**src/design/volume_intensity_projection_defines.svh**
```systemverilog
// ----------------------------------------------------------------------------
// volume_intensity_projection_defines
// assertion macros shared by the projection block
// ----------------------------------------------------------------------------
`ifndef VOLUME_INTENSITY_PROJECTION_DEFINES_SVH
`define VOLUME_INTENSITY_PROJECTION_DEFINES_SVH

// same-cycle implication, checked outside reset
`define VIP_ASSERT_NOW(lbl, ante, cons, msg) \
  lbl: assert property (@(posedge clk_i) disable iff (!rst_ni) (ante) |-> (cons)) \
    else $error(msg);

// next-cycle implication, checked outside reset
`define VIP_ASSERT_NEXT(lbl, ante, cons, msg) \
  lbl: assert property (@(posedge clk_i) disable iff (!rst_ni) (ante) |=> (cons)) \
    else $error(msg);

`endif

```
**src/design/vip_pkg.sv**
```systemverilog
// ----------------------------------------------------------------------------
// vip_pkg
// types and constants of the intensity projection block
// ----------------------------------------------------------------------------
`default_nettype none

package vip_pkg;

  localparam int unsigned VIP_MAX_WIDTH  = 512;
  localparam int unsigned VIP_MAX_HEIGHT = 512;
  localparam int unsigned VIP_MAX_DEPTH  = 1024;

  localparam int unsigned CFG_IDX_W  = 2;
  localparam int unsigned CFG_DATA_W = 11;
  localparam int unsigned XSIZE_W    = 10;
  localparam int unsigned YSIZE_W    = 10;
  localparam int unsigned ZSIZE_W    = 11;
  localparam int unsigned VOXEL_W    = 8;

  localparam logic               MODE_RST   = 1'b0;
  localparam logic [XSIZE_W-1:0] XSIZE_RST  = XSIZE_W'(512);
  localparam logic [YSIZE_W-1:0] YSIZE_RST  = YSIZE_W'(512);
  localparam logic [ZSIZE_W-1:0] ZSIZE_RST  = ZSIZE_W'(1);

  localparam logic MODE_MAX = 1'b0;
  localparam logic MODE_MIN = 1'b1;

  typedef enum logic [CFG_IDX_W-1:0] {
    REG_MODE  = 2'd0,
    REG_XSIZE = 2'd1,
    REG_YSIZE = 2'd2,
    REG_ZSIZE = 2'd3
  } cfg_reg_e;

  // per-voxel control from the sequencer to the store
  typedef struct packed {
    logic first;  // first slice, voxel is stored as is
    logic emit;   // last slice, a pixel goes out
    logic done;   // final pixel of the image
  } vip_ctl_t;

endpackage

`default_nettype wire

```
**src/design/vip_cfg.sv**
```systemverilog
// ----------------------------------------------------------------------------
// vip_cfg
// configuration registers and clamped last positions
// ----------------------------------------------------------------------------
`default_nettype none

module vip_cfg
  import vip_pkg::*;
#(
  parameter int unsigned MAX_WIDTH  = VIP_MAX_WIDTH,
  parameter int unsigned MAX_HEIGHT = VIP_MAX_HEIGHT,
  parameter int unsigned MAX_DEPTH  = VIP_MAX_DEPTH,
  localparam int unsigned XW = (MAX_WIDTH  > 1) ? $clog2(MAX_WIDTH)  : 1,
  localparam int unsigned YW = (MAX_HEIGHT > 1) ? $clog2(MAX_HEIGHT) : 1,
  localparam int unsigned ZW = (MAX_DEPTH  > 1) ? $clog2(MAX_DEPTH)  : 1
) (
  input  wire logic                  clk_i,
  input  wire logic                  rst_ni,
  input  wire logic                  cfg_valid_i,
  output logic                       cfg_ready_o,
  input  wire logic [CFG_IDX_W-1:0]  cfg_index_i,
  input  wire logic [CFG_DATA_W-1:0] cfg_data_i,
  output logic                       mode_o,
  output logic [XW-1:0]              x_last_o,
  output logic [YW-1:0]              y_last_o,
  output logic [ZW-1:0]              z_last_o
);

  logic               mode_q, mode_d;
  logic [XSIZE_W-1:0] xsize_q, xsize_d;
  logic [YSIZE_W-1:0] ysize_q, ysize_d;
  logic [ZSIZE_W-1:0] zsize_q, zsize_d;

  assign cfg_ready_o = 1'b1;

  always_comb begin
    mode_d  = mode_q;
    xsize_d = xsize_q;
    ysize_d = ysize_q;
    zsize_d = zsize_q;
    if (cfg_valid_i) begin
      unique case (cfg_reg_e'(cfg_index_i))
        REG_MODE:  mode_d  = cfg_data_i[0];
        REG_XSIZE: xsize_d = cfg_data_i[XSIZE_W-1:0];
        REG_YSIZE: ysize_d = cfg_data_i[YSIZE_W-1:0];
        REG_ZSIZE: zsize_d = cfg_data_i[ZSIZE_W-1:0];
        default: ;
      endcase
    end
  end

  always_ff @(posedge clk_i or negedge rst_ni) begin
    if (!rst_ni) begin
      mode_q  <= MODE_RST;
      xsize_q <= XSIZE_RST;
      ysize_q <= YSIZE_RST;
      zsize_q <= ZSIZE_RST;
    end else begin
      mode_q  <= mode_d;
      xsize_q <= xsize_d;
      ysize_q <= ysize_d;
      zsize_q <= zsize_d;
    end
  end

  // zero acts as one, oversize acts as the maximum
  always_comb begin
    mode_o = mode_q;
    if (xsize_q == '0) begin
      x_last_o = '0;
    end else if (32'(xsize_q) > MAX_WIDTH) begin
      x_last_o = XW'(MAX_WIDTH - 1);
    end else begin
      x_last_o = XW'(32'(xsize_q) - 32'd1);
    end
    if (ysize_q == '0) begin
      y_last_o = '0;
    end else if (32'(ysize_q) > MAX_HEIGHT) begin
      y_last_o = YW'(MAX_HEIGHT - 1);
    end else begin
      y_last_o = YW'(32'(ysize_q) - 32'd1);
    end
    if (zsize_q == '0) begin
      z_last_o = '0;
    end else if (32'(zsize_q) > MAX_DEPTH) begin
      z_last_o = ZW'(MAX_DEPTH - 1);
    end else begin
      z_last_o = ZW'(32'(zsize_q) - 32'd1);
    end
  end

endmodule

`default_nettype wire

```
**config.mk**
```make
export PLATFORM = sky130hd
export DESIGN_NAME = vip_cfg
export DESIGN_NICKNAME = d
export VERILOG_FILES = /design/src/design/volume_intensity_projection_defines.svh /design/src/design/vip_pkg.sv /design/src/design/vip_cfg.sv
export SDC_FILE = /design/constraint.sdc
export NUM_CORES = 1
export LEC_CHECK = 0
export ABC_AREA = 1
export ABC_CLOCK_PERIOD_IN_PS = 1600
export BUFFER_PORTS_ARGS = -buffer_cell sky130_fd_sc_hd__buf_4
export CAP_MARGIN = 5
export CORE_MARGIN = 8
export CORE_UTILIZATION = 30
export CTS_CLUSTER_DIAMETER = 80
export CTS_CLUSTER_SIZE = 10
export DETAILED_ROUTE_END_ITERATION = 10
export HOLD_SLACK_MARGIN = 0.1
export PLACE_DENSITY = 0.55
export SETUP_SLACK_MARGIN = 0.15
export SYNTH_ARGS = -nofsm -noshare
export SYNTH_HDL_FRONTEND = slang
export SYNTH_SLANG_ARGS = --single-unit
```
**constraint.sdc**
```tcl
create_clock -name clk_i -period 1.6 [get_ports clk_i]
set_clock_uncertainty 0.05 [all_clocks]
set_input_delay 0.08 -clock clk_i [delete_from_list [all_inputs] [get_ports clk_i]]
set_output_delay 0.08 -clock clk_i [all_outputs]
set_load 0.05 [all_outputs]
```
==> flow_results.org, run 1 <==
** Pwr
- NetSw :: 2.06 mW
- Worst IR Drop VDD :: 0.607 mV
- Of the total power, combinational logic draws 0.631.
- Share of total power in sequential cells :: 0.231
- Leakage Power :: 1.69 nW
- The share of total power dissipated in the clock network is 0.138.
- Switching part of the total :: 0.451
- Pwr Density :: 1260 nW/um^2
- Final Total Pwr :: 4.58 mW
- Cell internal power was estimated by the tool at 2.51 mW.

** Logic synthesis
- Of the total synthesized cell area, the portion taken by AND, OR, NAND and NOR gates is 0.287.
- Share of the synthesized area in the top cell type :: 0.369
- Biggest area consumer among synthesized cells :: sky130_fd_sc_hd__dfrtp_1
- A synthesized cell averages 7.24 sq um.
- Post-Synth XOR/XNOR Area :: 0.0534
- Measured against the total synthesized area, the mux share comes to 0.
- Complex-gate fraction of the synthesized area :: 0.148
- After synthesis the netlist holds a flip-flop and latch count of 32.
- Counting every net in the synthesized netlist gives 291.
- Area contributors post-synth :: sky130_fd_sc_hd__dfrtp_1 (37%), sky130_fd_sc_hd__nand2_1 (11%), sky130_fd_sc_hd__o21ai_0 (11%), sky130_fd_sc_hd__nor2_1 (6.9%), sky130_fd_sc_hd__inv_1 (6.5%)
- In this run the cell area of the synthesized design comes to 1970 sq um.
- After synthesis, the largest family of logic cells by area is simple AND/OR/NAND/NOR gates.
- Counting distinct cell types in the post-synthesis netlist gives 26.
- The share of the Yosys chip area taken by registers is 0.409.
- After technology mapping, the gate count stands at 272.
- Of the total synthesized cell area, the portion taken by full adders, half adders and majority gates is 0.0191.
- Yosys printed 0 warnings.

** Placed design
- PortBufs :: 44
- Detailed-placement wirelength estimate :: 4.37 mm
- Placer's final routability congestion estimate :: 0.790
- Setup Slack @ Placement :: -6.93 ps

** Route
- Number of design rule violations left after detail routing :: 0
- Antenna Nets Post-Route :: 0
- Total number of vias :: 2080
- Final routed wire length divided by cell count :: 12.6 microns
- Post-Route WL :: 5.72 mm
- Average via count per standard cell :: 4.57
- Count of TritonRoute iterations in the first routing pass :: 4
- Number of design-rule violations left by the first detailed-router iteration :: 44

** Layout
- The area growth from synthesis to layout is 84.4%.
- At the end of the flow the core is filled with cells to 0.571.
- Most common library cell in the layout ignoring fill and taps :: sky130_fd_sc_hd__buf_4
- The multi-input combinational cells in the finished layout cover a total of 1510 sq um.
- The filler cells instantiated in the layout total 570.
- The repair_antennas step left the layout with diodes totalling 0.
- The net count of the finished layout is 396.
- Top library cells by usage in the layout, fill and taps aside :: sky130_fd_sc_hd__buf_4 (59), sky130_fd_sc_hd__nand2_1 (49), sky130_fd_sc_hd__o21ai_0 (31)
- In the final layout, the share of cells above drive strength 1 is 0.484.
- The sequential cells in the finished layout cover a total of 805 sq um.

** Floorplan
- Measured along the y axis, the die boundary spans 97.0 microns.
- Number of top-level pins :: 46
- The core region is 6350 sq um.
- Measured along the x axis, the die boundary spans 97.0 microns.
- The die covers 9410 sq um.
- The initial utilization of the core area, before any placement, comes to 0.310.
- In this run the core area contains 29 standard-cell rows.

** STA
- Setup violations remaining at the end of the flow were counted as 27.
- Static timing analysis puts the maximum clock frequency at 541 MHz.
- RSZ-0062 raised after global routing :: yes
- Of the available clock period, the critical path in the final layout requires 1.15.
- Count of final max-slew check failures :: 0
- After layout, the worst setup slack is -247 ps.
- Post-layout minimum cycle time :: 1850 ps
- Count of endpoints failing hold in the final timing report :: 0

** Hold path
- Worst min-delay path endpoint :: ysize_q[0]$_DFFE_PN0P_
- Min-delay src :: cfg_data_i[0]
- The worst hold path passes through 3 cells.
- Type of the most critical hold path :: in2reg

** Flow run
- The tool flagged a number of max-cap violations equal to 0.

** Global route
- The initial antenna violation count came to 0.
- For met2 alone, demand over resource in global routing was 0.221.
- Routing usage on met3 :: 0.0327
- met2 is the most crowded layer.
- After global routing the overflow that remains totals 0.
- For met1 alone, demand over resource in global routing was 0.143.
- Vias in the first global route :: 2148
- In the global route stage, overall resource usage came out at 0.124.
- Entering global routing, the biggest net connects 33 pins.
- The first global-routing pass estimated 9.87 mm of wire.

** Worst setup path
- The worst setup path is of the reg2out kind.
- The worst register-to-register path has a depth of 5.
- STA puts the critical path data arrival time at 1720 ps.
- Launching instance or port of the critical path :: zsize_q[0]$_DFFE_PN1P_
- Worst reg2reg path endpoint :: ysize_q[0]$_DFFE_PN0P_
- The startpoint identified for the worst register-to-register timing path is ysize_q[0]$_DFFE_PN0P_.
- Critical Path Fanout Max :: 6
- Endpoint type of the worst setup path :: output port
- The worst register-to-register path has a setup slack of 520 ps.
- At the worst endpoint, the required time is 1470 ps.
- The worst setup path is launched from a flip-flop.

** Clock tree
- Clock-pin slew was measured on the worst setup and hold paths at 60 ps.
- The clock reaches the later pin of the worst-skew pair after 280 ps.
- TritonCTS built the clock tree.
- Worst-case clock buffer depth :: 2
- Counting the buffers created by CTS gives 5.
- The H-tree generated during clock tree synthesis spans 2 levels.
- CTS root buffer :: sky130_fd_sc_hd__clkbuf_8
- CTS Sinks :: 32

** Status
- Violated checks :: negative setup slack
- Outcome :: complete, but fails checks
==> power by group through the flow <==
stage                     sequential [mW]  clock [mW]  combinational (mW)
after CTS                            1.06       0.648                2.85
final                                1.06       0.632                2.89
after floorplan                      1.11           0                1.71
after global routing                 1.08       0.683                3.08
after detailed placement             1.06           0                2.47
after global placement               1.06           0                2.45
==> routing by layer <==
| layer | wire length [microns] | vias to the layer above |
|---|---|---|
| li1 | - | 1069 |
| met1 | 2460 | 965 |
| met2 | 2960 | 40 |
| met3 | 259 | 6 |
| met4 | 46 | 0 |
| met5 | 0 | - |
==> cells in the mapped netlist <==
cell type and n:
sky130_fd_sc_hd__xor2_1 3, sky130_fd_sc_hd__buf_4 1, sky130_fd_sc_hd__nor2_8 1, sky130_fd_sc_hd__a21oi_1 9, sky130_fd_sc_hd__o21ai_0 43, sky130_fd_sc_hd__nand2_1 58, sky130_fd_sc_hd__ha_1 3, sky130_fd_sc_hd__nor2_2 3
sky130_fd_sc_hd__conb_1 1, sky130_fd_sc_hd__o21ai_1 2, sky130_fd_sc_hd__dfstp_2 3, sky130_fd_sc_hd__nor2_1 36, sky130_fd_sc_hd__a31oi_1 1, sky130_fd_sc_hd__nand3_1 15, sky130_fd_sc_hd__inv_1 34, sky130_fd_sc_hd__nand2_2 3
sky130_fd_sc_hd__nor3_1 2, sky130_fd_sc_hd__nor2_4 3, sky130_fd_sc_hd__and2_1 1, sky130_fd_sc_hd__nand2_4 2, sky130_fd_sc_hd__dfrtp_1 29, sky130_fd_sc_hd__xnor2_1 9, sky130_fd_sc_hd__inv_2 1, sky130_fd_sc_hd__o21bai_1 2
sky130_fd_sc_hd__clkbuf_1 6, sky130_fd_sc_hd__nand4_1 1
==> timing repair <==
| item | CTS | global route |
|---|---|---|
| pin swaps | 22 | 3 |
| endpoints found under the hold margin | 53 | 0 |
| hold buffers | 12 | 0 |
| endpoints found under the setup margin | 28 | 28 |
| resized for setup | 56 | 11 |
| buffers inserted | 10 | 3 |
==> sequential cells by signal, indices dropped and copies added, names as in the netlist <==
name / cells
zsize_q: 11
xsize_q: 10
ysize_q: 10
mode_o: 1
==> metrics by stage <==
step	TNS, ps	hold slack (ps)	cells	cell area, sq um
4_1_cts	-5390	115	452	3550
3_5_place_dp	-6.93	-4.65	422	3030
5_1_grt	-7410	132	455	3630
6_report	-5310	114	455	3630
3_3_place_gp	0	-10.2	422	3030
2_1_floorplan	-139	-266	272	2320
==> area by class of cell <==
cell class,instances,share of cell area
Multi-Input combinational cell,198,0.417
Tap cell,77,0.0266
Timing Repair Buffer,105,0.273
Sequential cell,32,0.222
Inverter,35,0.0369
Clock buffer,8,0.0248
==> cell families (layout without fill, tap and decap cells) <==
group | count (synthesis) | in the layout
and+or+nand+nor | 125 | 125
AOI/OAI and AO/OA | 57 | 57
buffers and inverters | 42 | 148
DFF | 32 | 32
xor gates and xnor gates | 12 | 12
adders and majority gates | 3 | 3
other | 1 | 1
==> worst max path at each step <==
stage | end | slack (ps) | cells past startpoint
detailed placement | z_last_o[1] | -7 | 9
global placement | z_last_o[1] | 10 | 9
global route | z_last_o[0] | -320 | 9
CTS | z_last_o[0] | -260 | 9
finish | z_last_o[0] | -250 | 9
floorplan | z_last_o[0] | -60 | 7
==> worst max-delay path, cell delays in order, from the launching register on <==
cell,delay [ps]
sky130_fd_sc_hd__dfstp_2,530
sky130_fd_sc_hd__inv_2,50
sky130_fd_sc_hd__ha_4,160
sky130_fd_sc_hd__nand2_4,60
sky130_fd_sc_hd__nor2_4,40
sky130_fd_sc_hd__nand2_4,110
sky130_fd_sc_hd__nor2_8,50
sky130_fd_sc_hd__buf_12,140
sky130_fd_sc_hd__o21ai_4,120
sky130_fd_sc_hd__buf_6,170
(Power assumes the default switching activity.)
==> run 2: changes to the inputs <==
Settings changed: ABC_CLOCK_PERIOD_IN_PS 1600 to 2350.
Clock period 1.6 ns to 2.35 ns, I/O delays scaled along.
==> run 2 against run 1 <==
Sequential power fell by 29%; global-route usage fell by 1.8 points; via count fell by 12%; largest power group unchanged; core utilization fell by 18 points; the run now ends clean; routed wire length fell by 15%; largest cell class unchanged; power fell by 48%; cell area fell by 31%; clock power fell by 32%; setup slack improved by 580 ps; cell count fell by 12%.
==> flow_results.org, run 2 (synthesis gave the netlist of run 1 again) <==
** Clock tree
- The buffer levels on the longest clock path is 2 (unchanged).
- CTS Sinks :: 32 (unchanged)
- Resized Gates After CTS :: 0 (was 56)
- The clock latency of the later-clocked register in the worst-skew pair came to 280 ps (about the same).
- Clock transition at the registers of the reported paths :: 60 ps (about the same)
- CTS HTree Levels :: 2 (unchanged)
- The TritonCTS clock tree is yes (unchanged).
- Number of buffers created by CTS :: 5 (unchanged)
- Cts-stage hold buffer count :: 5 (was 12)
- CTS root buffer :: sky130_fd_sc_hd__clkbuf_8 (unchanged)
- Post-CTS Repair Setup Buffers :: 0 (was 10)

** Route
- The total length of routed wires was 4.85 mm (was 5.72 mm).
- The number of vias in the routed layout was 1825 (was 2080).
- Count of TritonRoute iterations in the first routing pass :: 4 (unchanged)
- The met3 wire length was 287 microns (was 259 microns).
- The final routed wire length divided by cell count is 12.2 microns (was 12.6 microns).
- The detailed-route vias per instance came to 4.57 (about the same).
- The wire length the detailed router placed on met1 is 2.28 mm (was 2.46 mm).
- Top layer in use :: met4 (unchanged)
- The wire length on met2 came to 2.23 mm (was 2.96 mm).
- The DRC violation count after routing came to 0 (unchanged).
- The count of antenna-violating nets left after detailed routing was 0 (unchanged).
- The number of violations reported at the end of detailed-routing iteration 0 was 70 (was 44).

** Placed design
- Detailed-placement wirelength estimate :: 3.83 mm (was 4.37 mm)
- Placer's final routability congestion estimate :: 0.811 (was 0.790)
- The pre-CTS setup slack was 627 ps (was -6.93 ps).
- PortBufs :: 44 (unchanged)

** Layout
- The final-layout fill cell count is 680 (was 570).
- The area added between synthesis and finish was 27.3% (was 84.4%).
- Number of flip-flops under the largest register name :: 11 (unchanged)
- Layout cells sized above 1 :: 0.205 (was 0.484)
- The register ranked first by flip-flop count is zsize_q (unchanged).
- Top library cells by usage in the layout, fill and taps aside :: sky130_fd_sc_hd__nand2_1 (58), sky130_fd_sc_hd__buf_4 (44), sky130_fd_sc_hd__o21ai_0 (40) (was sky130_fd_sc_hd__buf_4 (59), sky130_fd_sc_hd__nand2_1 (49), sky130_fd_sc_hd__o21ai_0 (31))
- Largest regs: zsize_q: 11 flops, xsize_q: 10 flops, ysize_q: 10 flops (unchanged).
- Most common library cell in the layout ignoring fill and taps :: sky130_fd_sc_hd__nand2_1 (was sky130_fd_sc_hd__buf_4)
- Final layout net count :: 340 (was 396)
- ANT cells :: 0 (unchanged)

** Pwr
- The power density normalized to cell area is 952 nW/um^2 (was 1260 nW/um^2).
- Leakage Power :: 1.24 nW (was 1.69 nW)
- Final Total Pwr :: 2.38 mW (was 4.58 mW)
- The worst vdd rail ir drop came to 0.294 mV (was 0.607 mV).

** STA
- Post-layout minimum cycle time :: 2020 ps
- Final setup violating endpoints :: 0 (was 27)
- Slew of the pin with the lowest slew margin :: 733 ps
- Relative max-transition margin :: 0.510
- Worst Hold Slack :: 101 ps (was 114 ps)
- Final TNS setup :: 0 ps (was -5310 ps)
- Timing would allow up to 496 MHz.
- RSZ-0062 raised after global routing: no (was yes).
- The count of pins over their slew limit was 0 (unchanged).
- In the finished design, the share of the clock period the worst path needs comes to 0.858.
- Count of endpoints failing hold in the final timing report :: 0 (unchanged)
- The final worst setup slack was 334 ps (was -247 ps).

** Floorplan
- The overall die height came to 97.0 microns (unchanged).
- Area of the core :: 6350 sq um (unchanged)
- Area enclosed by the die boundary :: 9410 sq um (unchanged)
- The number of placement rows is 29 (unchanged).
- Number of top-level pins :: 46 (unchanged)
- Die width :: 97.0 microns (unchanged)
- Initial cell density of the core :: 0.310 (unchanged)

** Global route
- GR Overflow Total :: 0 (unchanged)
- Initial antenna violation count :: 0 (unchanged)
- The largest net degree at the start of global routing came to 33 (unchanged).
- Gr usage total :: 0.106 (was 0.124)
- The first-pass GRT wire length was 8.38 mm (was 9.87 mm).
- Vias in the first global route :: 1754 (was 2148)

** Hold path
- The path category of the worst min-delay check is in2reg (unchanged).

** Worst setup path
- Endpoint type of the worst setup path :: output port (unchanged)
- The kind of critical path is reg2out (unchanged).
- The setup slack on the worst flop-to-flop path was 1440 ps (was 520 ps).
- Startpoint types :: flip-flop (unchanged)
- The data arrival time of the critical path came to 1850 ps (was 1720 ps).
- The required time at the worst-slack endpoint came to 2180 ps (was 1470 ps).
- The worst-path maximum fanout is 7 (was 6).

** Status
- Outcome: finished, final reports clean (was complete, but fails checks).

** Flow run
- The total of max-cap violations came to 0 (unchanged).
[run 2: changes by cell type in the layout (fill, tap and decap cells not counted), moves of 7 or more]
| cell | previous run | this run |
|---|---|---|
| sky130_fd_sc_hd__dlygate4sd3_1 | 12 | 5 |
| sky130_fd_sc_hd__buf_6 | 27 | 0 |
| sky130_fd_sc_hd__o21ai_4 | 11 | 0 |
| sky130_fd_sc_hd__o21ai_0 | 31 | 40 |
| sky130_fd_sc_hd__a21oi_1 | 2 | 9 |
| sky130_fd_sc_hd__nor2_4 | 16 | 3 |
| sky130_fd_sc_hd__nor2_1 | 17 | 36 |
| sky130_fd_sc_hd__buf_4 | 59 | 44 |
| sky130_fd_sc_hd__nand2_1 | 49 | 58 |
| sky130_fd_sc_hd__inv_1 | 27 | 34 |
| sky130_fd_sc_hd__a21oi_4 | 7 | 0 |
[run 2: final cells by class]
cell class                 instances  area (sq um)  area share
clock buffer                       8          90.1      0.0360
tap                               77          96.3      0.0385
inverter                          35           131      0.0524
sequential                        32           805       0.321
timing repair buffer              49           380       0.152
multi-input combinational        198          1000       0.400
[run 2: metal layers]
| metal | up-vias | track usage |
|---|---|---|
| met4 | 0 | 0.0320 |
| met3 | 4 | 0.0349 |
| met5 | - | 0 |
| met2 | 36 | 0.178 |
| li1 | 958 | - |
| met1 | 827 | 0.125 |
[run 2: worst max-delay path, stage by stage (launching register included)]
cell and delay (ps):
sky130_fd_sc_hd__dfstp_2 540, sky130_fd_sc_hd__inv_1 50, sky130_fd_sc_hd__ha_1 240, sky130_fd_sc_hd__nand2_2 120
sky130_fd_sc_hd__nor2_4 60, sky130_fd_sc_hd__nand2_4 100, sky130_fd_sc_hd__nand2_4 80, sky130_fd_sc_hd__a21oi_1 170
sky130_fd_sc_hd__buf_4 220
[run 2: worst paths after layout]
kind | from | to | cells past startpoint
worst max-delay path | zsize_q[0]$_DFFE_PN1P_ | z_last_o[5] | 8
max in group asynchronous | rst_ni | zsize_q[0]$_DFFE_PN1P_ | 2
min in group asynchronous | rst_ni | mode_o$_DFFE_PN0P_ | 2
worst min-delay path | cfg_data_i[8] | xsize_q[8]$_DFFE_PN0P_ | 3
worst max register to register | zsize_q[10]$_DFFE_PN0P_ | zsize_q[10]$_DFFE_PN0P_ | 2
worst min register to register | ysize_q[1]$_DFFE_PN0P_ | ysize_q[1]$_DFFE_PN0P_ | 2
[run 2: where the power goes]
group / switching (mW) / internal [mW] / total, mW
Sequential: 0.108 / 0.646 / 0.754
Clock: 0.190 / 0.238 / 0.428
Combinational: 0.821 / 0.381 / 1.20
Total: 1.12 / 1.27 / 2.38
[run 2: stage by stage]
| stage | cells | utilization | area [sq um] |
|---|---|---|---|
| global placement | 386 | 0.372 | 2360 |
| global route | 399 | 0.394 | 2500 |
| detailed placement | 386 | 0.372 | 2360 |
| CTS | 399 | 0.394 | 2500 |
| floorplan | 272 | - | 1970 |
| finish | 399 | 0.394 | 2500 |
