[src/design/volume_intensity_projection_defines.svh]
// ----------------------------------------------------------------------------
// volume_intensity_projection_defines
// assertion macros shared by the projection block
// ----------------------------------------------------------------------------
`ifndef VOLUME_INTENSITY_PROJECTION_DEFINES_SVH
`define VOLUME_INTENSITY_PROJECTION_DEFINES_SVH

// same-cycle implication, checked outside reset
`define VIP_ASSERT_NOW(lbl, ante, cons, msg) \
  lbl: assert property (@(posedge clk_i) disable iff (!rst_ni) (ante) |-> (cons)) \
    else $error(msg);

// next-cycle implication, checked outside reset
`define VIP_ASSERT_NEXT(lbl, ante, cons, msg) \
  lbl: assert property (@(posedge clk_i) disable iff (!rst_ni) (ante) |=> (cons)) \
    else $error(msg);

`endif

[src/design/vip_pkg.sv]
// ----------------------------------------------------------------------------
// vip_pkg
// types and constants of the intensity projection block
// ----------------------------------------------------------------------------
`default_nettype none

package vip_pkg;

  localparam int unsigned VIP_MAX_WIDTH  = 512;
  localparam int unsigned VIP_MAX_HEIGHT = 512;
  localparam int unsigned VIP_MAX_DEPTH  = 1024;

  localparam int unsigned CFG_IDX_W  = 2;
  localparam int unsigned CFG_DATA_W = 11;
  localparam int unsigned XSIZE_W    = 10;
  localparam int unsigned YSIZE_W    = 10;
  localparam int unsigned ZSIZE_W    = 11;
  localparam int unsigned VOXEL_W    = 8;

  localparam logic               MODE_RST   = 1'b0;
  localparam logic [XSIZE_W-1:0] XSIZE_RST  = XSIZE_W'(512);
  localparam logic [YSIZE_W-1:0] YSIZE_RST  = YSIZE_W'(512);
  localparam logic [ZSIZE_W-1:0] ZSIZE_RST  = ZSIZE_W'(1);

  localparam logic MODE_MAX = 1'b0;
  localparam logic MODE_MIN = 1'b1;

  typedef enum logic [CFG_IDX_W-1:0] {
    REG_MODE  = 2'd0,
    REG_XSIZE = 2'd1,
    REG_YSIZE = 2'd2,
    REG_ZSIZE = 2'd3
  } cfg_reg_e;

  // per-voxel control from the sequencer to the store
  typedef struct packed {
    logic first;  // first slice, voxel is stored as is
    logic emit;   // last slice, a pixel goes out
    logic done;   // final pixel of the image
  } vip_ctl_t;

endpackage

`default_nettype wire

[src/design/vip_seq.sv]
// ----------------------------------------------------------------------------
// vip_seq
// x/y/z position counters and column address generation
// ----------------------------------------------------------------------------
`default_nettype none

module vip_seq
  import vip_pkg::*;
#(
  parameter int unsigned MAX_WIDTH  = VIP_MAX_WIDTH,
  parameter int unsigned MAX_HEIGHT = VIP_MAX_HEIGHT,
  parameter int unsigned MAX_DEPTH  = VIP_MAX_DEPTH,
  localparam int unsigned XW = (MAX_WIDTH  > 1) ? $clog2(MAX_WIDTH)  : 1,
  localparam int unsigned YW = (MAX_HEIGHT > 1) ? $clog2(MAX_HEIGHT) : 1,
  localparam int unsigned ZW = (MAX_DEPTH  > 1) ? $clog2(MAX_DEPTH)  : 1,
  localparam int unsigned Depth = MAX_WIDTH * MAX_HEIGHT,
  localparam int unsigned AW = (Depth > 1) ? $clog2(Depth) : 1
) (
  input  wire logic          clk_i,
  input  wire logic          rst_ni,
  input  wire logic          step_i,
  input  wire logic [XW-1:0] x_last_i,
  input  wire logic [YW-1:0] y_last_i,
  input  wire logic [ZW-1:0] z_last_i,
  output logic [AW-1:0]      addr_o,
  output vip_ctl_t           ctl_o
);

  logic [XW-1:0] x_q, x_d;
  logic [YW-1:0] y_q, y_d;
  logic [ZW-1:0] z_q, z_d;
  logic [AW-1:0] row_q, row_d;
  logic          x_end, y_end, z_end;

  // a counter past a shrunken size counts as at its end
  assign x_end = (x_q >= x_last_i);
  assign y_end = (y_q >= y_last_i);
  assign z_end = (z_q >= z_last_i);

  assign addr_o      = row_q + AW'(x_q);
  assign ctl_o.first = (z_q == '0);
  assign ctl_o.emit  = z_end;
  assign ctl_o.done  = z_end && x_end && y_end;

  always_comb begin
    x_d   = x_q;
    y_d   = y_q;
    z_d   = z_q;
    row_d = row_q;
    if (step_i) begin
      if (!x_end) begin
        x_d = x_q + XW'(1);
      end else begin
        x_d = '0;
        if (!y_end) begin
          y_d   = y_q + YW'(1);
          row_d = row_q + AW'(MAX_WIDTH);
        end else begin
          y_d   = '0;
          row_d = '0;
          z_d   = z_end ? '0 : z_q + ZW'(1);
        end
      end
    end
  end

  always_ff @(posedge clk_i or negedge rst_ni) begin
    if (!rst_ni) begin
      x_q   <= '0;
      y_q   <= '0;
      z_q   <= '0;
      row_q <= '0;
    end else begin
      x_q   <= x_d;
      y_q   <= y_d;
      z_q   <= z_d;
      row_q <= row_d;
    end
  end

endmodule

`default_nettype wire

[config.mk]
export PLATFORM = sky130hd
export DESIGN_NAME = vip_seq
export DESIGN_NICKNAME = d
export VERILOG_FILES = /design/src/design/volume_intensity_projection_defines.svh /design/src/design/vip_pkg.sv /design/src/design/vip_seq.sv
export SDC_FILE = /design/constraint.sdc
export NUM_CORES = 1
export LEC_CHECK = 0
export ABC_AREA = 1
export BUFFER_PORTS_ARGS = -buffer_cell sky130_fd_sc_hd__buf_4
export CORE_MARGIN = 10
export CORE_UTILIZATION = 52
export DETAILED_ROUTE_END_ITERATION = 12
export GPL_TIMING_DRIVEN = 0
export PLACE_DENSITY = 0.89
export SYNTH_ARGS = -nofsm -noshare
export SYNTH_HDL_FRONTEND = slang
export SYNTH_SLANG_ARGS = --single-unit
export TNS_END_PERCENT = 20
[constraint.sdc]
create_clock -name clk_i -period 1.7 [get_ports clk_i]
set_input_delay 0.17 -clock clk_i [delete_from_list [all_inputs] [get_ports clk_i]]
set_output_delay 0.17 -clock clk_i [all_outputs]
set_load 0.01 [all_outputs]
==> results of run 1 <==
[timing repair]
item	CTS	global route
gates cloned	4	1
hold buffers	1	0
pin swaps	19	29
setup endpoints to repair	38	39
endpoints found under the hold margin	37	0
buffers inserted	33	6
resized for setup	58	59
[cells in the mapped netlist (all sizes together)]
library cell	n	area (um2)
a21o	1	7.51
a21oi	6	33.8
a31o	1	8.76
buf	10	86.3
clkbuf	9	43.8
conb	1	3.75
dfrtp	37	926
ha	34	425
inv	81	304
nand2	144	548
nand3	37	203
nand3b	2	15.0
nand4	5	37.5
nor2	64	259
nor3	2	10.0
nor4	1	6.26
o21ai	16	114
o21bai	1	7.51
or2	1	6.26
xnor2	6	52.6
xor2	20	175
[placed cells by master (no fill, tap or decap), types with 3 or more instances in the layout]
cell,synthesis,layout
a21oi_1,5,3
buf_4,2,87
buf_6,5,10
buf_8,0,3
clkbuf_1,8,9
clkbuf_8,1,6
dfrtp_1,37,28
dfrtp_2,0,9
ha_1,34,13
ha_4,0,21
inv_1,79,75
inv_2,2,6
nand2_1,141,123
nand2_2,3,15
nand2_4,0,6
nand3_1,35,30
nand3_2,1,6
nand4_1,4,4
nor2_1,62,42
nor2_2,1,14
nor2_4,0,7
o21ai_0,6,5
o21ai_2,9,11
xnor2_1,6,6
xor2_1,20,20
[state kept, by name, indices dropped and copies added (netlist names)]
name   cells
row_q      9
x_q        9
y_q        9
z_q       10
[final cells by class]
class                   count  area, um2
plain buffers              19        171
clock buffers               7       86.3
fillers                   343       1270
inverters                  81        304
multi-input cells         343       2420
flip-flops and latches     37        937
well taps                  75       93.8
repair buffers             93        749
[power by group through the flow]
stage | Sequential, mW | Combinational, mW | Clock (mW)
2_1_floorplan | 1.36 | 1.41 | 0
3_3_place_gp | 1.44 | 1.89 | 0
3_5_place_dp | 1.45 | 2.00 | 0
4_1_cts | 1.37 | 2.66 | 0.638
5_1_grt | 1.44 | 3.62 | 0.681
6_report | 1.44 | 3.40 | 0.661
[metrics by stage]
step	hold slack, ns	utilization	setup WS, ns	cells
after floorplan	-0.126	-	0.0368	479
after global routing	0.161	0.790	-0.400	655
after detailed placement	0.160	0.621	-0.295	604
after CTS	0.129	0.743	-0.296	649
final	0.122	0.790	-0.400	655
after global placement	0.161	0.621	-0.254	604
[worst max path at each step]
stage                             from                  to  slack, ns  depth (start not counted)
global route        y_q[4]$_DFFE_PN0P_            ctl_o[0]      -0.40                          9
detailed placement  z_q[0]$_DFFE_PN0P_            ctl_o[0]      -0.29                         12
floorplan           x_q[8]$_DFFE_PN0P_  y_q[6]$_DFFE_PN0P_       0.04                         10
CTS                 y_q[1]$_DFFE_PN0P_            ctl_o[0]      -0.30                          9
finish              y_q[4]$_DFFE_PN0P_            ctl_o[0]      -0.40                          9
global placement    z_q[0]$_DFFE_PN0P_            ctl_o[0]      -0.25                         12
[per-layer routing]
layer  wire length [um]  vias to the layer above  global-route usage
li1                   -                     1666                   -
met1               4450                     1713               0.221
met2               5790                      318               0.371
met3               1100                      109              0.0318
met4               1030                        0               0.114
met5                  0                        -                   0
[worst register-to-register path: cells and delay by family (launching register included)]
family,cells,cell delay [ns]
fa+ha+maj,1,0.31
simple gates,7,0.77
flops,1,0.42
buf+inv,3,0.44
[cell families after synthesis]
family,after synthesis,synth area share
buf+inv,100,0.133
other cells,1,0.00115
compound gates,25,0.0524
fa+ha+maj,34,0.130
flops,37,0.283
xor+xnor,26,0.0696
simple gates,256,0.331
==> flow_metrics.env, run 1 <==
export IMPL_drt_total_wl_um=12400
export IMPL_crit_slowest_cell="dfrtp_1"
export IMPL_leakage_nw=2.49
export IMPL_relSlewSlack=0.635
export IMPL_via_per_inst=5.81
export IMPL_holdPathEnd="x_q[0]$_DFFE_PN0P_"
export IMPL_startpoint_type="flip-flop"
export IMPL_fin_nets=645
export IMPL_cpPeakStageDelay_ns=0.43
export IMPL_die_h_um=99.3
export IMPL_setup_viol=38
export IMPL_drt_iter0_drc=475
export IMPL_wl_per_cell_um=18.9
export IMPL_synth_avg_cell_area_um2=6.83
export IMPL_rows=28
export IMPL_hp_class="primary input to flip-flop"
export IMPL_placed_cell_area_um2=3740
export IMPL_grt_usage=0.204
export IMPL_vias=3806
export IMPL_dieArea_um2=9870
export IMPL_design_area_um2=4760
export IMPL_combPwrFrac=0.619
export IMPL_rrSetupSlack_ns=-0.36
export IMPL_intPower_mw=3.00
export IMPL_start_util=0.543
export IMPL_h_tree_depth=2
export IMPL_tightest_slew_ns=0.543
export IMPL_ctsRootBufferMaster="clkbuf_8"
export IMPL_total_power_mw=5.50
export IMPL_antenna_cells=0
export IMPL_clock_latency_ns=0.31
export IMPL_cts_buffers=5
export IMPL_rr_startpoint="y_q[6]$_DFFE_PN0P_"
export IMPL_dp_hpwl_um=5930
export IMPL_power_frac_seq=0.261
export IMPL_min_from="step_i"
export IMPL_vdd_ir_drop_max_mv=0.910
export IMPL_ys_warnings_count=0
export IMPL_fin_crit_sh=1.24
export IMPL_rsz0062_at_grt="true"
export IMPL_grt_pass1_vias=3666
export IMPL_worst_slack_ns=-0.400
export IMPL_clkTransAtPathRegs_ns=0.08
export IMPL_gp_congestion=0.937
export IMPL_clock_skew_ns=0.0169
export IMPL_grt_pass1_wl_um=16900
export IMPL_crit_type="flip-flop to output port"
export IMPL_grt_max_degree=38
export IMPL_fmax_ghz=0.476
export IMPL_cts_buffer_depth=2
export IMPL_hold_depth=2
export IMPL_area_growth_pct=45.4
export IMPL_io_pins=52
export IMPL_power_clock_fraction=0.120
export IMPL_r2r_cells=11
export IMPL_first_pass_iters=5
export IMPL_path_buf_inv=2
export IMPL_synth_cell_types=34
export IMPL_violations="setup timing"
export IMPL_numPortBuffers=50
export IMPL_coreArea_um2=6030
export IMPL_synth_seq_cells=37
export IMPL_fin_setup_tns_ns=-10.54
export IMPL_synth_area_um2=3270
export IMPL_sw_frac_of_total=0.455
export IMPL_path_delay_family="simple AND/OR/NAND/NOR gates"
export IMPL_die_w_um=99.3
export IMPL_crit_path_end_kind="output port"
export IMPL_run_status="finished, violations left"
export IMPL_seq_area_frac_synth=0.283
export IMPL_crit_top_cell="buf_6"
export IMPL_cap_violations=0
export IMPL_min_period_ns=2.10
export IMPL_numClockSinks=37
export IMPL_path_max_fanout=3
export IMPL_antenna_found_initial=0
export IMPL_power_switching_mw=2.50
export IMPL_finalMaxSlewViolations=0
export IMPL_cp_arrival_ns=1.93
export IMPL_r2r_end="z_q[0]$_DFFE_PN0P_"
export IMPL_synthesis_nets=544
export IMPL_overflow=0
export IMPL_drc=0
export IMPL_p_per_area_nw_per_um2=1160
export IMPL_cts_tree="built"
export IMPL_crit_chain="ha_4 -> a21oi_2 -> nand2_2 -> nand2_1 -> nand4_1 -> buf_6 -> nand2_4 -> nor2_4 -> buf_6"
export IMPL_finalHoldViolCount=0
export IMPL_drive_above_1_share=0.369
export IMPL_ant_nets=0
export IMPL_worst_endpoint_required_ns=1.53
export IMPL_netlist_instances=479
No activity file was read; power rests on OpenSTA's default activity.
==> run 2: changes to the inputs <==
Settings changed: CELL_PAD_IN_SITES_DETAIL_PLACEMENT set to 0, CELL_PAD_IN_SITES_GLOBAL_PLACEMENT set to 1, CORE_UTILIZATION 52 to 37.
==> run 2 against run 1 <==
  * The flow still finishes with violations (setup timing)
  * Via count shrank 14%
  * Flip-flop and latch count is the same
  * First-iteration DRC count shrank 75%
  * Clock skew shrank 0.010 ns
  * Hold slack gained 0.020 ns
  * Power shrank 9.8%
  * Critical endpoint unchanged
  * Largest power group unchanged
  * Highest routed layer unchanged
==> flow_metrics.env, run 2 (same netlist as run 1, synthesis figures left out) <==
export IMPL_drive_above_1_share=0.358
export IMPL_cts_buffers=5
export IMPL_clkTransAtPathRegs_ns=0.07
export IMPL_crit_path_end_kind="output port"
export IMPL_grt_use_met2=0.237
export IMPL_antenna_cells=0
export IMPL_grt_usage=0.131
export IMPL_coreArea_um2=8680
export IMPL_drc=0
export IMPL_antenna_found_initial=0
export IMPL_finalHoldViolCount=0
export IMPL_holdPathEnd="x_q[0]$_DFFE_PN0P_"
export IMPL_r2r_end="z_q[8]$_DFFE_PN0P_"
export IMPL_fin_util=0.555
export IMPL_power_switching_mw=2.05
export IMPL_cts_buffer_depth=2
export IMPL_dp_hpwl_um=5820
export IMPL_total_power_mw=4.96
export IMPL_drt_iter0_drc=120
export IMPL_multi_input_area_um2=2380
export IMPL_fin_nets=652
export IMPL_path_max_fanout=3
export IMPL_clock_skew_ns=0.00657
export IMPL_final_cells=695
export IMPL_rsz0062_at_grt="true"
export IMPL_largest_register_ffs=10
export IMPL_fin_crit_sh=1.18
export IMPL_leakage_nw=2.53
export IMPL_cp_arrival_ns=1.84
export IMPL_fmax_ghz=0.497
export IMPL_first_pass_iters=5
export IMPL_numClockSinks=37
export IMPL_min_from="step_i"
export IMPL_combPwrFrac=0.594
export IMPL_vdd_ir_drop_max_mv=0.729
export IMPL_min_period_ns=2.01
export IMPL_die_h_um=114
export IMPL_worst_slack_ns=-0.313
export IMPL_relSlewSlack=0.661
export IMPL_most_common_layout_cells="nand2_1, buf_4, inv_1"
export IMPL_tightest_slew_ns=0.509
export IMPL_layout_commonest_cell="nand2_1"
export IMPL_vias=3282
export IMPL_drt_total_wl_um=9280
export IMPL_cts_tree="built"
export IMPL_violations="setup timing"
export IMPL_overflow=0
export IMPL_p_per_area_nw_per_um2=1030
export IMPL_power_clock_fraction=0.126
export IMPL_holdWs_ns=0.142
export IMPL_rows=34
export IMPL_intPower_mw=2.92
export IMPL_ant_nets=0
export IMPL_h_tree_depth=2
export IMPL_hold_depth=2
export IMPL_rrSetupSlack_ns=-0.19
export IMPL_power_frac_seq=0.281
export IMPL_fillers=823
export IMPL_worst_endpoint_required_ns=1.53
export IMPL_startpoint_type="flip-flop"
export IMPL_top_register="z_q"
export IMPL_crit_type="flip-flop to output port"
export IMPL_clock_latency_ns=0.29
export IMPL_grt_pass1_wl_um=14400
export IMPL_setup_viol=38
export IMPL_design_area_um2=4820
export IMPL_top_usage_layer="met2"
export IMPL_hp_class="primary input to flip-flop"
export IMPL_grtUsageMet1=0.154
export IMPL_rr_startpoint="x_q[4]$_DFFE_PN0P_"
export IMPL_io_pins=52
export IMPL_dieArea_um2=13000
export IMPL_numPortBuffers=50
export IMPL_wl_per_cell_um=13.4
export IMPL_finalMaxSlewViolations=0
export IMPL_via_per_inst=4.72
export IMPL_die_w_um=114
export IMPL_gp_congestion=0.839
export IMPL_grt_pass1_vias=3195
export IMPL_run_status="finished, violations left"
export IMPL_r2r_cells=12
export IMPL_ctsRootBufferMaster="clkbuf_8"
export IMPL_cap_violations=0
export IMPL_start_util=0.377
export IMPL_placed_cell_area_um2=3780
export IMPL_area_growth_pct=47.1
export IMPL_dp_cells=637
export IMPL_sw_frac_of_total=0.412
export IMPL_regArea_um2=942
export IMPL_grt_max_degree=38
export IMPL_met3_usage=0.0304
## run 2: cell count changes in the layout (fill, tap and decap cells not counted), sizes merged
cell	previous run	this run
buf	101	109
clkbuf	17	16
## run 2: power groups by stage
stage          Sequential [mW]  Clock, mW  Combinational (mW)
2_1_floorplan             1.36          0                1.41
3_3_place_gp              1.44          0                1.93
3_5_place_dp              1.45          0                1.96
4_1_cts                   1.37      0.640                2.48
5_1_grt                   1.42      0.687                3.27
6_report                  1.39      0.624                2.95
## run 2: final cells by class
type,instances,area share
tap,108,0.0281
multi-input combinational,343,0.495
buffer,17,0.0268
inverter,81,0.0637
timing repair buffer,102,0.173
sequential,37,0.196
clock buffer,7,0.0179
## run 2: worst max-delay path by stage
stage | from | endpoint | slack, ns | cells after the start
2_1_floorplan | x_q[8]$_DFFE_PN0P_ | y_q[6]$_DFFE_PN0P_ | 0.04 | 10
3_3_place_gp | y_q[8]$_DFFE_PN0P_ | ctl_o[0] | -0.28 | 9
3_5_place_dp | y_q[8]$_DFFE_PN0P_ | ctl_o[0] | -0.30 | 9
4_1_cts | y_q[3]$_DFFE_PN0P_ | ctl_o[0] | -0.33 | 11
5_1_grt | y_q[1]$_DFFE_PN0P_ | ctl_o[0] | -0.42 | 9
6_report | y_q[1]$_DFFE_PN0P_ | ctl_o[0] | -0.31 | 9
## run 2: timing repair
| action | CTS | global route |
|---|---|---|
| hold buffers | 1 | 0 |
| gates cloned | 2 | 2 |
| buffers inserted | 33 | 15 |
| endpoints found under the hold margin | 37 | 0 |
| gates resized for setup | 57 | 48 |
| endpoints found under the setup margin | 37 | 39 |
| pin swaps | 16 | 21 |
## run 2: worst max-delay path, stage by stage (launching register included)
cell	delay, ns
dfrtp_1	0.43
ha_4	0.28
nand2_1	0.06
nor2_2	0.13
nand3_2	0.08
nand4_1	0.16
buf_6	0.14
nand2_4	0.04
nor2_4	0.11
buf_6	0.11
## run 2: metal layers
layer	wire, um	share of wire
met3	392	0.042
met5	0	0
met1	3980	0.43
met2	4820	0.52
met4	84	0.0091
## run 2: through the flow
step,setup TNS [ns],worst slack [ns]
after global routing,-8.47,-0.425
after CTS,-3.95,-0.334
after detailed placement,-4.97,-0.299
after floorplan,0,0.0368
final,-5.06,-0.313
after global placement,-4.58,-0.279
==> run 3: changes to the inputs <==
Settings changed: PLACE_DENSITY 0.89 to not set, PLACE_DENSITY_LB_ADDON set to 0.1.
==> run 3 against run 2 <==
  * The run still ends with setup timing left
  * Critical path depth is the same
  * Hold slack gained 0.0029 ns
  * Sequential share of layout area grew 0.21 points
  * Clock-buffer cell count fell by 1
  * Flip-flop and latch count unchanged
  * Via count down 2.7%
  * Die area unchanged
  * Cell area down 1.0%
  * Routed wire length shrank 5.3%
  * Global-route usage up 0.24 points
  * Register-to-register slack about the same
  * Clock power rose by 8.5%
  * Critical path type unchanged
==> flow_metrics.env, run 3 (same netlist as run 1, synthesis figures left out) <==
export IMPL_run_status="finished, violations left"
export IMPL_violations="setup timing"
export IMPL_grt_pass1_vias=3241
export IMPL_path_buf_inv=2
export IMPL_drc=0
export IMPL_clock_skew_ns=0.0130
export IMPL_largest_register_ffs=10
export IMPL_dpl_worst_slack_ns=-0.285
export IMPL_wl_per_cell_um=12.7
export IMPL_min_period_ns=2.00
export IMPL_holdWs_ns=0.145
export IMPL_fin_crit_sh=1.18
export IMPL_drt_total_wl_um=8790
export IMPL_tightest_slew_ns=0.507
export IMPL_crit_top_cell="nand2_2"
export IMPL_fillers=846
export IMPL_fin_setup_tns_ns=-4.10
export IMPL_rows=34
export IMPL_most_common_layout_cells="nand2_1, buf_4, inv_1"
export IMPL_vdd_ir_drop_max_mv=0.408
export IMPL_path_max_fanout=3
export IMPL_rsz0062_at_grt="true"
export IMPL_cts_buffers=5
export IMPL_min_from="step_i"
export IMPL_startpoint="y_q[6]$_DFFE_PN0P_"
export IMPL_critPathCapture="ctl_o[0]"
export IMPL_top_register="z_q"
export IMPL_crit_cells=9
export IMPL_overflow=0
export IMPL_coreArea_um2=8680
export IMPL_fin_nets=649
export IMPL_via_per_inst=4.61
export IMPL_io_pins=52
export IMPL_area_growth_pct=45.6
export IMPL_startpoint_type="flip-flop"
export IMPL_worst_slack_ns=-0.304
export IMPL_cp_arrival_ns=1.83
export IMPL_first_pass_iters=4
export IMPL_numClockSinks=37
export IMPL_grt_usage=0.134
export IMPL_rrSetupSlack_ns=-0.18
export IMPL_rr_startpoint="x_q[8]$_DFFE_PN0P_"
export IMPL_fmax_ghz=0.499
export IMPL_grt_max_degree=38
export IMPL_finalMaxSlewViolations=0
export IMPL_ctsRootBufferMaster="clkbuf_8"
export IMPL_clkTransAtPathRegs_ns=0.09
export IMPL_finalHoldViolCount=0
export IMPL_dp_hpwl_um=5900
export IMPL_drt_iter0_drc=94
export IMPL_start_util=0.377
export IMPL_layout_commonest_cell="nand2_1"
export IMPL_gp_congestion=0.770
export IMPL_crit_type="flip-flop to output port"
export IMPL_ant_nets=0
export IMPL_clock_latency_ns=0.30
export IMPL_path_delay_family="flip-flops"
export IMPL_cap_violations=0
export IMPL_cts_tree="built"
export IMPL_die_w_um=114
export IMPL_grt_pass1_wl_um=14600
export IMPL_worst_endpoint_required_ns=1.53
export IMPL_die_h_um=114
export IMPL_numPortBuffers=50
export IMPL_setup_viol=35
export IMPL_crit_chain="ha_4 -> nand2_2 -> nand2_2 -> a21oi_2 -> nand4_1 -> buf_6 -> nand2_2 -> nor2_2 -> buf_4"
export IMPL_r2r_cells=12
export IMPL_crit_path_end_kind="output port"
export IMPL_relSlewSlack=0.662
export IMPL_antenna_cells=0
export IMPL_dieArea_um2=13000
export IMPL_crit_slowest_cell="dfrtp_1"
export IMPL_antenna_found_initial=0
export IMPL_hp_class="primary input to flip-flop"
export IMPL_cpPeakStageDelay_ns=0.44
export IMPL_r2r_end="row_q[9]$_DFFE_PN0P_"
export IMPL_cts_buffer_depth=2
export IMPL_h_tree_depth=2
export IMPL_leakage_nw=2.51
export IMPL_drive_above_1_share=0.354
export IMPL_vias=3192
export IMPL_p_per_area_nw_per_um2=1020
[run 3: changes by cell type in the layout (fill, tap and decap cells not counted), sizes merged]
cell    before  now
clkinv       0    2
clkbuf      16   15
buf        109  106
[run 3: how the worst min path moves through the flow]
stage | endpoint | slack, ns | cells past startpoint
2_1_floorplan | row_q[10]$_DFFE_PN0P_ | -0.13 | 0
3_3_place_gp | x_q[0]$_DFFE_PN0P_ | 0.19 | 1
3_5_place_dp | x_q[0]$_DFFE_PN0P_ | 0.18 | 1
4_1_cts | x_q[0]$_DFFE_PN0P_ | 0.14 | 2
5_1_grt | x_q[0]$_DFFE_PN0P_ | 0.17 | 2
6_report | x_q[0]$_DFFE_PN0P_ | 0.15 | 2
[run 3: timing repair]
item / in CTS / in global routing
hold buffers: 1 / 0
setup buffers: 30 / 14
hold endpoints to repair: 37 / 0
endpoints found under the setup margin: 38 / 37
gates resized for setup: 48 / 47
pin swaps: 7 / 17
cloned: 3 / 0
[run 3: worst register-to-register path: stages, from the launching register on]
cell and delay [ns]:
dfrtp_2 0.43, ha_4 0.23, nand2_2 0.11, inv_2 0.05, a21oi_4 0.16, nand3_2 0.12
nand2_4 0.09, buf_4 0.14, nor2_8 0.05, buf_4 0.14, buf_8 0.12, nand2_1 0.07
o21ai_2 0.05
[run 3: layer usage]
layer	vias to the layer above	track usage	part of all wire	routed length, um
met2	52	0.236	0.50	4410
met3	8	0.0257	0.035	305
met5	-	0	0	0
met1	1455	0.161	0.45	3980
met4	0	0.0376	0.011	98
li1	1677	-	-	-
[run 3: metrics by stage]
stage,instance area (um2),std cells,util,total power [mW]
2_1_floorplan,3270,479,-,2.77
3_3_place_gp,3780,637,0.436,3.40
3_5_place_dp,3780,637,0.436,3.44
4_1_cts,4480,679,0.516,4.66
5_1_grt,4770,693,0.549,5.34
6_report,4770,693,0.549,4.88
[run 3: power breakdown]
group	switching, mW	total [mW]	internal [mW]	leakage [nW]
clock network	0.348	0.677	0.329	0.0512
registers	0.271	1.39	1.12	0.461
logic	1.39	2.81	1.42	1.99
[run 3: layout make-up]
class | instances | area (um2) | share of cell area
clock inverters | 2 | 13.8 | 0.00289
clock buffers | 6 | 82.6 | 0.0173
repair buffers | 97 | 788 | 0.165
plain buffers | 19 | 158 | 0.0331
flip-flops and latches | 37 | 942 | 0.198
well taps | 108 | 135 | 0.0284
inverters | 81 | 304 | 0.0638
multi-input cells | 343 | 2340 | 0.491
